<file path="src/sv/l4s_pkg.sv">
// Shared types and constants for the four-sector robust range block.
// No dependencies; every other file imports this package.
package l4s_pkg;

  localparam int RANK_KEPT_DEF = 3;
  localparam int NSECT         = 4;
  localparam int CFG_IDX_W     = 3;

  localparam logic [15:0] FULL_TURN = 16'd36000;
  localparam logic [15:0] HALF_TURN = 16'd18000;
  localparam logic [14:0] HALF_MIN  = 15'd100;
  localparam logic [14:0] HALF_MAX  = 15'd18000;

  // Sector centre offsets from the front centre: front, rear, left, right
  localparam logic [15:0] SECT_OFFS [NSECT] = '{16'd0, 16'd18000, 16'd9000, 16'd27000};

  // Register indexes on the configuration port
  localparam logic [CFG_IDX_W-1:0] REG_MIN_DIST   = 3'd0;
  localparam logic [CFG_IDX_W-1:0] REG_MASK_START = 3'd1;
  localparam logic [CFG_IDX_W-1:0] REG_MASK_END   = 3'd2;
  localparam logic [CFG_IDX_W-1:0] REG_MASK_MAX   = 3'd3;
  localparam logic [CFG_IDX_W-1:0] REG_FRONT_CTR  = 3'd4;
  localparam logic [CFG_IDX_W-1:0] REG_HALF_WIDTH = 3'd5;

  typedef struct packed {
    logic [15:0] point_angle;
    logic [15:0] point_distance;
    logic        scan_last;
  } point_t;

  typedef struct packed {
    logic [15:0] front_range;
    logic [15:0] rear_range;
    logic [15:0] left_range;
    logic [15:0] right_range;
    logic [3:0]  sector_found;
    logic [31:0] scan_number;
  } result_t;

  typedef struct packed {
    logic [15:0] min_valid_distance;
    logic [15:0] mask_start_angle;
    logic [15:0] mask_end_angle;
    logic [15:0] mask_max_distance;
    logic [15:0] front_center_angle;
    logic [14:0] sector_half_width;
  } cfg_t;

  typedef struct packed {
    logic ins;
    logic clr;
  } rank_ctl_t;

endpackage

</file>
<file path="src/sv/l4s_filter.sv">
// Point filter and sector membership test.
// Depends on l4s_pkg for the point and configuration types.
module l4s_filter import l4s_pkg::*; (
  input  cfg_t             cfg,
  input  point_t           pt,
  output logic [NSECT-1:0] hit
);

  logic              drop;
  logic [15:0]       ang_m;
  logic [15:0]       fc_m;
  logic [14:0]       half;
  logic [16:0]       ctr   [NSECT];
  logic signed [17:0] dlt  [NSECT];
  logic [17:0]       mag   [NSECT];

  always_comb begin
    drop = (pt.point_distance == 16'd0) ||
           (pt.point_distance < cfg.min_valid_distance) ||
           ((pt.point_angle >= cfg.mask_start_angle) &&
            (pt.point_angle <= cfg.mask_end_angle) &&
            (pt.point_distance <= cfg.mask_max_distance));

    ang_m = (pt.point_angle >= FULL_TURN) ? pt.point_angle - FULL_TURN : pt.point_angle;
    fc_m  = (cfg.front_center_angle >= FULL_TURN) ?
            cfg.front_center_angle - FULL_TURN : cfg.front_center_angle;

    // clamp half width to one to a hundred and eighty degrees
    if (cfg.sector_half_width < HALF_MIN) begin
      half = HALF_MIN;
    end else if (cfg.sector_half_width > HALF_MAX) begin
      half = HALF_MAX;
    end else begin
      half = cfg.sector_half_width;
    end

    for (int s = 0; s < NSECT; s++) begin
      ctr[s] = {1'b0, fc_m} + {1'b0, SECT_OFFS[s]};
      if (ctr[s] >= {1'b0, FULL_TURN}) begin
        ctr[s] = ctr[s] - {1'b0, FULL_TURN};
      end
      // wrap the delta into half-open range -180..+180 degrees
      dlt[s] = $signed({2'b00, ang_m}) - $signed({1'b0, ctr[s]});
      if (dlt[s] >= $signed({2'b00, HALF_TURN})) begin
        dlt[s] = dlt[s] - $signed({2'b00, FULL_TURN});
      end else if (dlt[s] < -$signed({2'b00, HALF_TURN})) begin
        dlt[s] = dlt[s] + $signed({2'b00, FULL_TURN});
      end
      mag[s] = dlt[s][17] ? 18'(-dlt[s]) : 18'(dlt[s]);
      hit[s] = !drop && (mag[s] <= {3'b000, half});
    end
  end

endmodule

</file>
<file path="src/sv/l4s_rank.sv">
// Sorted list of the smallest distances seen by one sector in a scan.
// Depends on l4s_pkg for the control struct and default rank depth.
module l4s_rank import l4s_pkg::*; #(
  parameter int RANK = RANK_KEPT_DEF
) (
  input  logic        clk,
  input  logic        rst_n,
  input  rank_ctl_t   ctl,
  input  logic [15:0] range_in,
  output logic        found,
  output logic [15:0] robust
);

  localparam int FW = $clog2(RANK + 1);
  localparam int IW = (RANK > 1) ? $clog2(RANK) : 1;

  logic [15:0]   ranks_r   [RANK];
  logic [15:0]   ranks_nxt [RANK];
  logic [FW-1:0] fill_r, fill_nxt, pos;
  logic [IW-1:0] sel;

  always_comb begin
    // insertion point: entries held that are at or below the new distance
    pos = '0;
    for (int i = 0; i < RANK; i++) begin
      if ((FW'(i) < fill_r) && (ranks_r[i] <= range_in)) begin
        pos = pos + FW'(1);
      end
    end
    for (int i = 0; i < RANK; i++) begin
      if (!ctl.ins || (FW'(i) < pos)) begin
        ranks_nxt[i] = ranks_r[i];
      end else if (FW'(i) == pos) begin
        ranks_nxt[i] = range_in;
      end else begin
        ranks_nxt[i] = ranks_r[(i > 0) ? i - 1 : 0];
      end
    end
    fill_nxt = (ctl.ins && (fill_r != FW'(RANK))) ? fill_r + FW'(1) : fill_r;
    found    = (fill_nxt != '0);
    sel      = IW'(fill_nxt - FW'(1));
    robust   = found ? ranks_nxt[sel] : 16'd0;
  end

  always_ff @(posedge clk) begin
    if (!rst_n) begin
      fill_r <= '0;
    end else begin
      fill_r <= ctl.clr ? '0 : fill_nxt;
    end
  end

  always_ff @(posedge clk) begin
    if (ctl.ins) begin
      ranks_r <= ranks_nxt;
    end
  end

endmodule

</file>
<file path="src/sv/lidar_four_sector_robust_range.sv">
// Top level of the four-sector robust lidar range block.
// Depends on l4s_pkg, l4s_filter and l4s_rank.
//
//  channel  direction  handshake             payload
//  in_      input      in_valid / in_stall   point_t  (angle, distance, last-of-scan)
//  out_     output     out_valid / out_stall result_t (four ranges, found, scan no.)
//  cfg_     input      cfg_valid / cfg_ready index 0..5, 16-bit data
//
// One point per cycle, sustained, while in_stall stays low. A point is
// registered on acceptance, then filtered, binned and inserted into the
// sector lists from that register; a last-of-scan point loads the result
// register in that same cycle, unless an earlier result is still held.
// Reset (rst_n low, synchronous) sets half width 3000, clears other registers,
// fill counts, scan count and both valid flags. The distance lists need no reset.
// The input side stalls only when a last-of-scan point waits in the input
// register while an earlier result is still held by out_stall.
module lidar_four_sector_robust_range import l4s_pkg::*; #(
  parameter int RANK_KEPT = RANK_KEPT_DEF
) (
  input  logic                 clk,
  input  logic                 rst_n,
  input  logic                 in_valid,
  output logic                 in_stall,
  input  point_t               in_data,
  output logic                 out_valid,
  input  logic                 out_stall,
  output result_t              out_data,
  input  logic                 cfg_valid,
  output logic                 cfg_ready,
  input  logic [CFG_IDX_W-1:0] cfg_index,
  input  logic [15:0]          cfg_data
);

  cfg_t             cfg_r;
  point_t           s1_r;
  logic             s1_v_r;
  logic             s1_hold, s1_fire, in_acc, scan_end;
  logic             out_v_r;
  result_t          out_r;
  logic [31:0]      scan_cnt_r;
  logic [NSECT-1:0] hit;
  logic [NSECT-1:0] found;
  logic [15:0]      robust [NSECT];
  rank_ctl_t        ctl    [NSECT];

  // Register file: writes are always taken, unknown indexes are ignored
  assign cfg_ready = 1'b1;

  always_ff @(posedge clk) begin
    if (!rst_n) begin
      cfg_r.min_valid_distance <= 16'd0;
      cfg_r.mask_start_angle   <= 16'd0;
      cfg_r.mask_end_angle     <= 16'd0;
      cfg_r.mask_max_distance  <= 16'd0;
      cfg_r.front_center_angle <= 16'd0;
      cfg_r.sector_half_width  <= 15'd3000;
    end else if (cfg_valid && cfg_ready) begin
      unique case (cfg_index)
        REG_MIN_DIST:   cfg_r.min_valid_distance <= cfg_data;
        REG_MASK_START: cfg_r.mask_start_angle   <= cfg_data;
        REG_MASK_END:   cfg_r.mask_end_angle     <= cfg_data;
        REG_MASK_MAX:   cfg_r.mask_max_distance  <= cfg_data;
        REG_FRONT_CTR:  cfg_r.front_center_angle <= cfg_data;
        REG_HALF_WIDTH: cfg_r.sector_half_width  <= cfg_data[14:0];
        default: ;
      endcase
    end
  end

  // Hold a last-of-scan point while the previous result is still unclaimed
  assign s1_hold  = s1_r.scan_last && out_v_r && out_stall;
  assign s1_fire  = s1_v_r && !s1_hold;
  assign in_stall = s1_v_r && s1_hold;
  assign in_acc   = in_valid && !in_stall;
  assign scan_end = s1_fire && s1_r.scan_last;

  always_ff @(posedge clk) begin
    if (!rst_n) begin
      s1_v_r <= 1'b0;
    end else if (in_acc) begin
      s1_v_r <= 1'b1;
    end else if (s1_fire) begin
      s1_v_r <= 1'b0;
    end
  end

  always_ff @(posedge clk) begin
    if (in_acc) begin
      s1_r <= in_data;
    end
  end

  l4s_filter u_filter (
    .cfg (cfg_r),
    .pt  (s1_r),
    .hit (hit)
  );

  for (genvar s = 0; s < NSECT; s++) begin : g_sect
    assign ctl[s].ins = s1_fire && hit[s];
    assign ctl[s].clr = scan_end;

    l4s_rank #(.RANK(RANK_KEPT)) u_rank (
      .clk      (clk),
      .rst_n    (rst_n),
      .ctl      (ctl[s]),
      .range_in (s1_r.point_distance),
      .found    (found[s]),
      .robust   (robust[s])
    );
  end

  // Advance the scan count and load the result at the end of each scan
  always_ff @(posedge clk) begin
    if (!rst_n) begin
      scan_cnt_r <= 32'd0;
      out_v_r    <= 1'b0;
    end else begin
      if (scan_end) begin
        scan_cnt_r <= scan_cnt_r + 32'd1;
        out_v_r    <= 1'b1;
      end else if (out_v_r && !out_stall) begin
        out_v_r <= 1'b0;
      end
    end
  end

  always_ff @(posedge clk) begin
    if (scan_end) begin
      out_r.front_range  <= robust[0];
      out_r.rear_range   <= robust[1];
      out_r.left_range   <= robust[2];
      out_r.right_range  <= robust[3];
      out_r.sector_found <= found;
      out_r.scan_number  <= scan_cnt_r + 32'd1;
    end
  end

  assign out_valid = out_v_r;
  assign out_data  = out_r;

endmodule

</file>
<file path="config.mk">
export PLATFORM = sky130hd
export DESIGN_NAME = lidar_four_sector_robust_range
export DESIGN_NICKNAME = d
export VERILOG_FILES = /design/src/sv/l4s_pkg.sv /design/src/sv/l4s_filter.sv /design/src/sv/l4s_rank.sv /design/src/sv/lidar_four_sector_robust_range.sv
export SDC_FILE = /design/constraint.sdc
export NUM_CORES = 2
export LEC_CHECK = 0
export ABC_AREA = 1
export BUFFER_PORTS_ARGS = -buffer_cell sky130_fd_sc_hd__buf_2
export CELL_PAD_IN_SITES_DETAIL_PLACEMENT = 1
export CELL_PAD_IN_SITES_GLOBAL_PLACEMENT = 2
export CORE_ASPECT_RATIO = 0.6
export CORE_UTILIZATION = 37
export DETAILED_ROUTE_END_ITERATION = 7
export PLACE_DENSITY_LB_ADDON = 0.15
export SYNTH_ARGS = -nofsm -noshare
export SYNTH_HDL_FRONTEND = slang
export SYNTH_SLANG_ARGS = --single-unit
</file>
<file path="constraint.sdc">
create_clock -name clk -period 9.75 [get_ports clk]
set_input_delay 0.4875 -clock clk [delete_from_list [all_inputs] [get_ports clk]]
set_output_delay 0.4875 -clock clk [all_outputs]
set_load 0.1 [all_outputs]
</file>
# Word-level counts from Yosys, hierarchy flattened
# Cells that the tools add are included.
# Widths: inputs -> output; s select.
# totals
ff_bits	462
in_bits	57
out_inout_bits	103
word_cells	312
# op_classes
n_addsub	42
order_cmp	64
eq_ne	17
muxes	76
n_bitwise	5
reduce_logical	74
# ops
cell	n
$mux 16	34
$le 16x16->1	14
$mux 18	12
$bmux 16 s2	4
$add 18x17->18 const B	4
$ge 18x16->1 const B	4
$le 18x15->1	4
$lt 18x16->1 const B	4
$neg 18->18	4
$sub 16x17->18	4
$sub 18x17->18 const B	4
$mux 17	4
$ge 17x16->1 const B	3
$sub 17x16->17 const B	3
$ge 16x16->1 const B	3
$add 16x15->17 const B	2
$logic_and 1x1->1	33
$add 32x1->32 const B	1
$lt 1x2->1 const A	16
$sub 16x16->16 const B	2
$mux 15	2
$mux 2	12
$add 16x14->17 const B	1
$sub 16x16->17 const B	1
other kinds (26)	103

# Logic depth before layout (Yosys ltp)
# depth
ltp_word	21
mapped_depth	74
mapped_depth_nobuf	70

# Cells and area by module
# A second synthesis with hierarchy kept.
# hier_totals
cells_unflattened	5653
area_unflattened_um2	40388.7
# by_module_without_submodules
module	instances	cells_each	area_per_inst_um2	seq_area_each_um2
l4s_rank	4	610	4519.3	1481.4
l4s_filter	1	2257	12732.2	0.0
lidar_four_sector_robust_range	1	956	9579.2	6576.3

# Worst setup path before layout
# No wires, ideal clock.
# synth_timing
path_type	register to register
startpoint	reg cfg_r[26] (netlist bit)
endpoint	reg out_r (netlist bit out_data[42]), data pin
setup_time_ns	0.146
arrival_time_ns	8.738
t_required_ns	9.604
path_slack_ns	0.865
path_stages_with_launch	65
n_path_buf	6
period_less_slack_ns	8.885
cell_sequence	dfxtp_1 nand2_1 clkinv_1 nand2_1 nand2_4 nand2_8 nand2_8 buf_8 nand2_4 nand2_4 nor2_1 nand2_1 and2_1 ha_1 inv_1 nand2_1 nand3_1 nand2_1 [29 not listed] xor2_1 ha_1 nand2_1 nor3b_1 a221oi_1 a21oi_1 nor3_1 nand2_1 nor2_4 nand4_2 nand2_4 inv_4 buf_4 ha_1 buf_1 buf_1 nand3_1 a21oi_2
# synth_between
elab_chain_len	21
elab_cells_between_ends	34
cone_classes	8 x add/sub; 5 x order compare; 12 x mux; 1 x bitwise; 8 x reduce/logical
# synth_lines
element	line	text
start: declaration	lidar_four_sector_robust_range.sv:34	cfg_t cfg_r;
$sub 16x16->16 / $ge 16x16->1 (equally long branches)	l4s_filter.sv:26, l4s_filter.sv:25	
$mux 16 *	l4s_filter.sv:25	fc_m = (cfg.front_center_angle >= FULL_TURN) ?
$add 16x15->17 *	l4s_filter.sv:38	ctr[s] = {1'b0, fc_m} + {1'b0, SECT_OFFS[s]};
$sub 17x16->17 / $ge 17x16->1 (equally long branches)	l4s_filter.sv:40, l4s_filter.sv:39	
$mux 17 *	l4s_filter.sv:39	if (ctr[s] >= {1'b0, FULL_TURN}) begin
$sub 16x17->18 *	l4s_filter.sv:43	dlt[s] = $signed({2'b00, ang_m}) - $signed({1'b0, ctr[s]});
$add 18x17->18 / $lt 18x16->1 (equally long branches)	l4s_filter.sv:47, l4s_filter.sv:46	
$mux 18	l4s_filter.sv:46	end else if (dlt[s] < -$signed({2'b00, HALF_TURN})) begin
[4 not listed]	n/a	
$logic_and 1x1->1 *	l4s_filter.sv:50	hit[s] = !drop && (mag[s] <= {3'b000, half});
$logic_and 1x1->1 *	lidar_four_sector_robust_range.sv:100	assign ctl[s].ins = s1_fire && hit[s];
$logic_and 1x1->1	l4s_rank.sv:39	fill_nxt = (ctl.ins && (fill_r != FW'(RANK))) ? fill_r + FW'(1) : fill_r;
$mux 2	l4s_rank.sv:39	
$sub 2x1->2	l4s_rank.sv:41	sel = IW'(fill_nxt - FW'(1));
$not 2->3 (not written as such)	l4s_rank.sv:42	robust = found ? ranks_nxt[sel] : 16'd0;
$bmux 16 s2	l4s_rank.sv:42	
$mux 16 (not written as such) (2 in series)	l4s_rank.sv:42	
end: declaration	lidar_four_sector_robust_range.sv:39	result_t out_r;
# Every way passes the cells marked *; elsewhere a longest branch is shown, timed or not. The select of a mux whose other input is x is not followed.
# A chain may end at the register's enable or synchronous reset.

# Final worst setup path
# layout_timing
startpoint	reg cfg_r[27] (netlist bit)
endpoint	reg out_r (netlist bit out_data[80]), data pin
# The elaborated chain is that of the path after synthesis.

==> flow_summary.toml <==
[sta]
tns_ns = 0
worst_pin_slew_ns = 1.21
finalHoldViolCount = 0
fmax_ghz = 0.107
maxSlewHeadroom_pct = 19.0
worst_slack_ns = 0.410
rsz0062_at_grt = "true"
finalMaxSlewViolations = 0
min_period_ns = 9.34
final-setup-viol-count = 0
period_share_pct = 95.8
clock_skew_ns = 0.0222

[yosys]
synth_most_common_cell = "nand2_1"
synthArstFlopShare_pct = 0
synth.ff_latch_count = 462
synth_area_leaders = "edfxtp_1 25%, ha_1 14%, nand2_1 13%"
synth_top_area_share_pct = 25.1
yosysWarningCount = 0
syn_inst = 5324
synth_cell_types = 75
yosysTopAreaCell = "edfxtp_1"
synth-edff-count = 325
netlist_area_sq_um = 38800
synth_seq_area_share_pct = 32.2
synth_ff_type = "edfxtp_1"
synth_nets = 5802
avgSynthCellArea_sq_um = 7.29
ys_top_cells_by_count = "1369 x nand2_1, 747 x inv_1, 420 x ha_1, 380 x nand3_1, 364 x a21oi_1"

[clock_tree]
clockRootBuffer = "clkbuf_16"
clkSinkCount = 462
clock_latency_ns = 0.65
tritoncts = "yes"
path_clk_slew_ns = 0.07
clock_tree.buffer_depth = 3
cts_buffers = 51
htree_num_levels = 2

[grt]
grt_pass1_wl_mm = 233
antenna_found_initial = 11
grt_pass1_vias = 37600
track_usage_pct = 28.5
grt_overflow = 0
grt_max_degree = 84

[detailed_routing]
ant_nets = 0
via_per_inst = 5.36
drt-total-wl_mm = 154
drtIter0Drc = 3175
first_pass_iters = 5
dr_total_vias = 38600
wl_per_cell_um = 21.4
drc = 0

[setup_path]
r2r_start = "cfg_r[27]"
crit_path_end_kind = "register"
max_stage_delay_ns = 0.40
cpMostUsedCell = "nand2_1"
crit_buf_inv = 15
rrSetupSlack_ns = 0.41
start_kind = "register"
criticalPathCategory = "register to register"
crit_arrival_ns = 9.84
critPathSlowestCell = "ha_1"
critical_path.max_fanout = 10
reg2reg_depth = 67
required_ns = 10.25
r2r-end = "out_data[80]"
critPathTopFamily = "simple AND/OR/NAND/NOR gates"

[min_path]
worstHoldPathType = "primary input to register"
worstHoldEndpoint = "s1_r[2]"
min_path_cells = 1
hp-start = "in_data[2]"

[placed_design]
pre_cts_slack_ns = -0.328
dp.cells = 7043
dp_hpwl_mm = 121
gp_congestion = 0.976
port_buffers = 158

[status]
outcome = "completed"

[floorplanning]
die_w_um = 420
initial_core_util_pct = 37.5
core_sq_um = 103000
rows = 91
ios = 160
die_area_sq_um = 106000
die_h_um = 253

[final_layout]
stdcell_count = 7198
nets = 6236
area_delta_synth_final_pct = 19.4
fin_util_pct = 44.8
drive_gt1_share_pct = 16.1

[power]
ir_drop_v = 0.000133
p_leak_nw = 21.7
powerDensity_nw_per_um2 = 227

[job]
cap_violations = 0
==> power breakdown <==
part / switching, mW / leakage, nW / internal (mW)
clock network: 0.922 / 0.863 / 1.22
registers: 0.102 / 4.12 / 2.32
logic: 3.86 / 16.7 / 2.11
==> timing repair <==
| action | 4_1_cts | 5_1_grt |
|---|---|---|
| setup buffers | 0 | 28 |
| gates cloned | 0 | 0 |
| pin swaps | 0 | 47 |
| resized for setup | 10 | 178 |
| hold buffers | 29 | 0 |
| hold endpoints to repair | 29 | 0 |
| endpoints found under the setup margin | 28 | 406 |
==> through the flow <==
step	total power [mW]	instance area, sq um	hold WS, ns
2_1_floorplan	6.02	38800	0.428
3_3_place_gp	7.98	43300	0.440
3_5_place_dp	8.08	43300	0.445
4_1_cts	10.3	45400	0.000133
5_1_grt	11.3	46300	0.0151
6_report	10.5	46300	0.0319
==> worst max-delay path by stage <==
stage | from | end | depth (start not counted) | slack, ns
2_1_floorplan | cfg_r[26] | out_data[42] | 64 | 0.87
3_3_place_gp | cfg_r[20] | out_data[59] | 56 | -0.17
3_5_place_dp | cfg_r[20] | out_data[59] | 53 | -0.33
4_1_cts | cfg_r[20] | out_data[59] | 56 | 0.02
5_1_grt | cfg_r[27] | out_data[71] | 69 | -0.09
6_report | cfg_r[27] | out_data[80] | 67 | 0.41
==> sequential cells by signal, summed over array words and instances (netlist names) <==
signal,flops
cfg_r,95
g_sect.u_rank.fill_r,8
g_sect.u_rank.ranks_r,192
out_data,100
out_valid,1
s1_r,33
s1_v_r,1
scan_cnt_r,32
==> layout make-up <==
class	instances	area [sq um]
Clock buffer	63	1380
Fill cell	13000	57100
Clock inverter	32	388
Timing Repair Buffer	552	4070
Tap cell	1395	1750
Inverter	787	2960
Sequential cell	462	12500
Antenna cell	3	7.51
Multi-Input combinational cell	3904	23300
==> routing by layer <==
layer	up-vias	wire length [um]	global-route usage, %	part of all wire, %
li1	18600	-	-	-
met4	2	1890	4.07	1.2
met5	-	13	0	0.0085
met2	1016	56300	36.7	37
met1	18800	82500	47.5	54
met3	102	13100	5.74	8.5
==> kinds of logic (layout without fill, tap and decap cells) <==
| kind of cell | count (synthesis) | in the layout | synth area share, % |
|---|---|---|---|
| adder cells (fa/ha/maj) | 421 | 421 | 13.6 |
| buffers and inverters | 958 | 1434 | 9.66 |
| other | 1 | 4 | 0.00966 |
| XOR/XNOR | 173 | 173 | 3.98 |
| flip-flops | 462 | 462 | 32.2 |
| AND/OR/NAND/NOR | 2333 | 2333 | 26.2 |
| AO/OA/AOI/OAI | 976 | 976 | 14.4 |
==> placed cells by master (no fill, tap or decap), types with 14 or more instances in the layout <==
| cell | instances |
|---|---|
| nand2_1 | 1346 |
| inv_1 | 741 |
| ha_1 | 415 |
| nand3_1 | 370 |
| a21oi_1 | 345 |
| o21ai_0 | 342 |
| buf_4 | 340 |
| edfxtp_1 | 325 |
| nor2_1 | 271 |
| buf_2 | 157 |
| dfxtp_1 | 133 |
| xor2_1 | 131 |
| nand4_1 | 104 |
| nor3_1 | 56 |
| o21ai_2 | 55 |
| clkbuf_16 | 51 |
| nand2_2 | 49 |
| o21ai_1 | 43 |
| inv_2 | 38 |
| a21oi_2 | 32 |
| dlygate4sd3_1 | 29 |
| xnor2_1 | 25 |
| o211ai_1 | 23 |
| nor2_2 | 21 |
| nand3_2 | 19 |
| a31oi_1 | 19 |
| o21a_1 | 19 |
| o221ai_1 | 16 |
| xor2_2 | 15 |
| buf_12 | 15 |
| nor2_4 | 14 |
| o2111ai_1 | 14 |
| nand2_4 | 14 |
(Power assumes the default switching activity.)
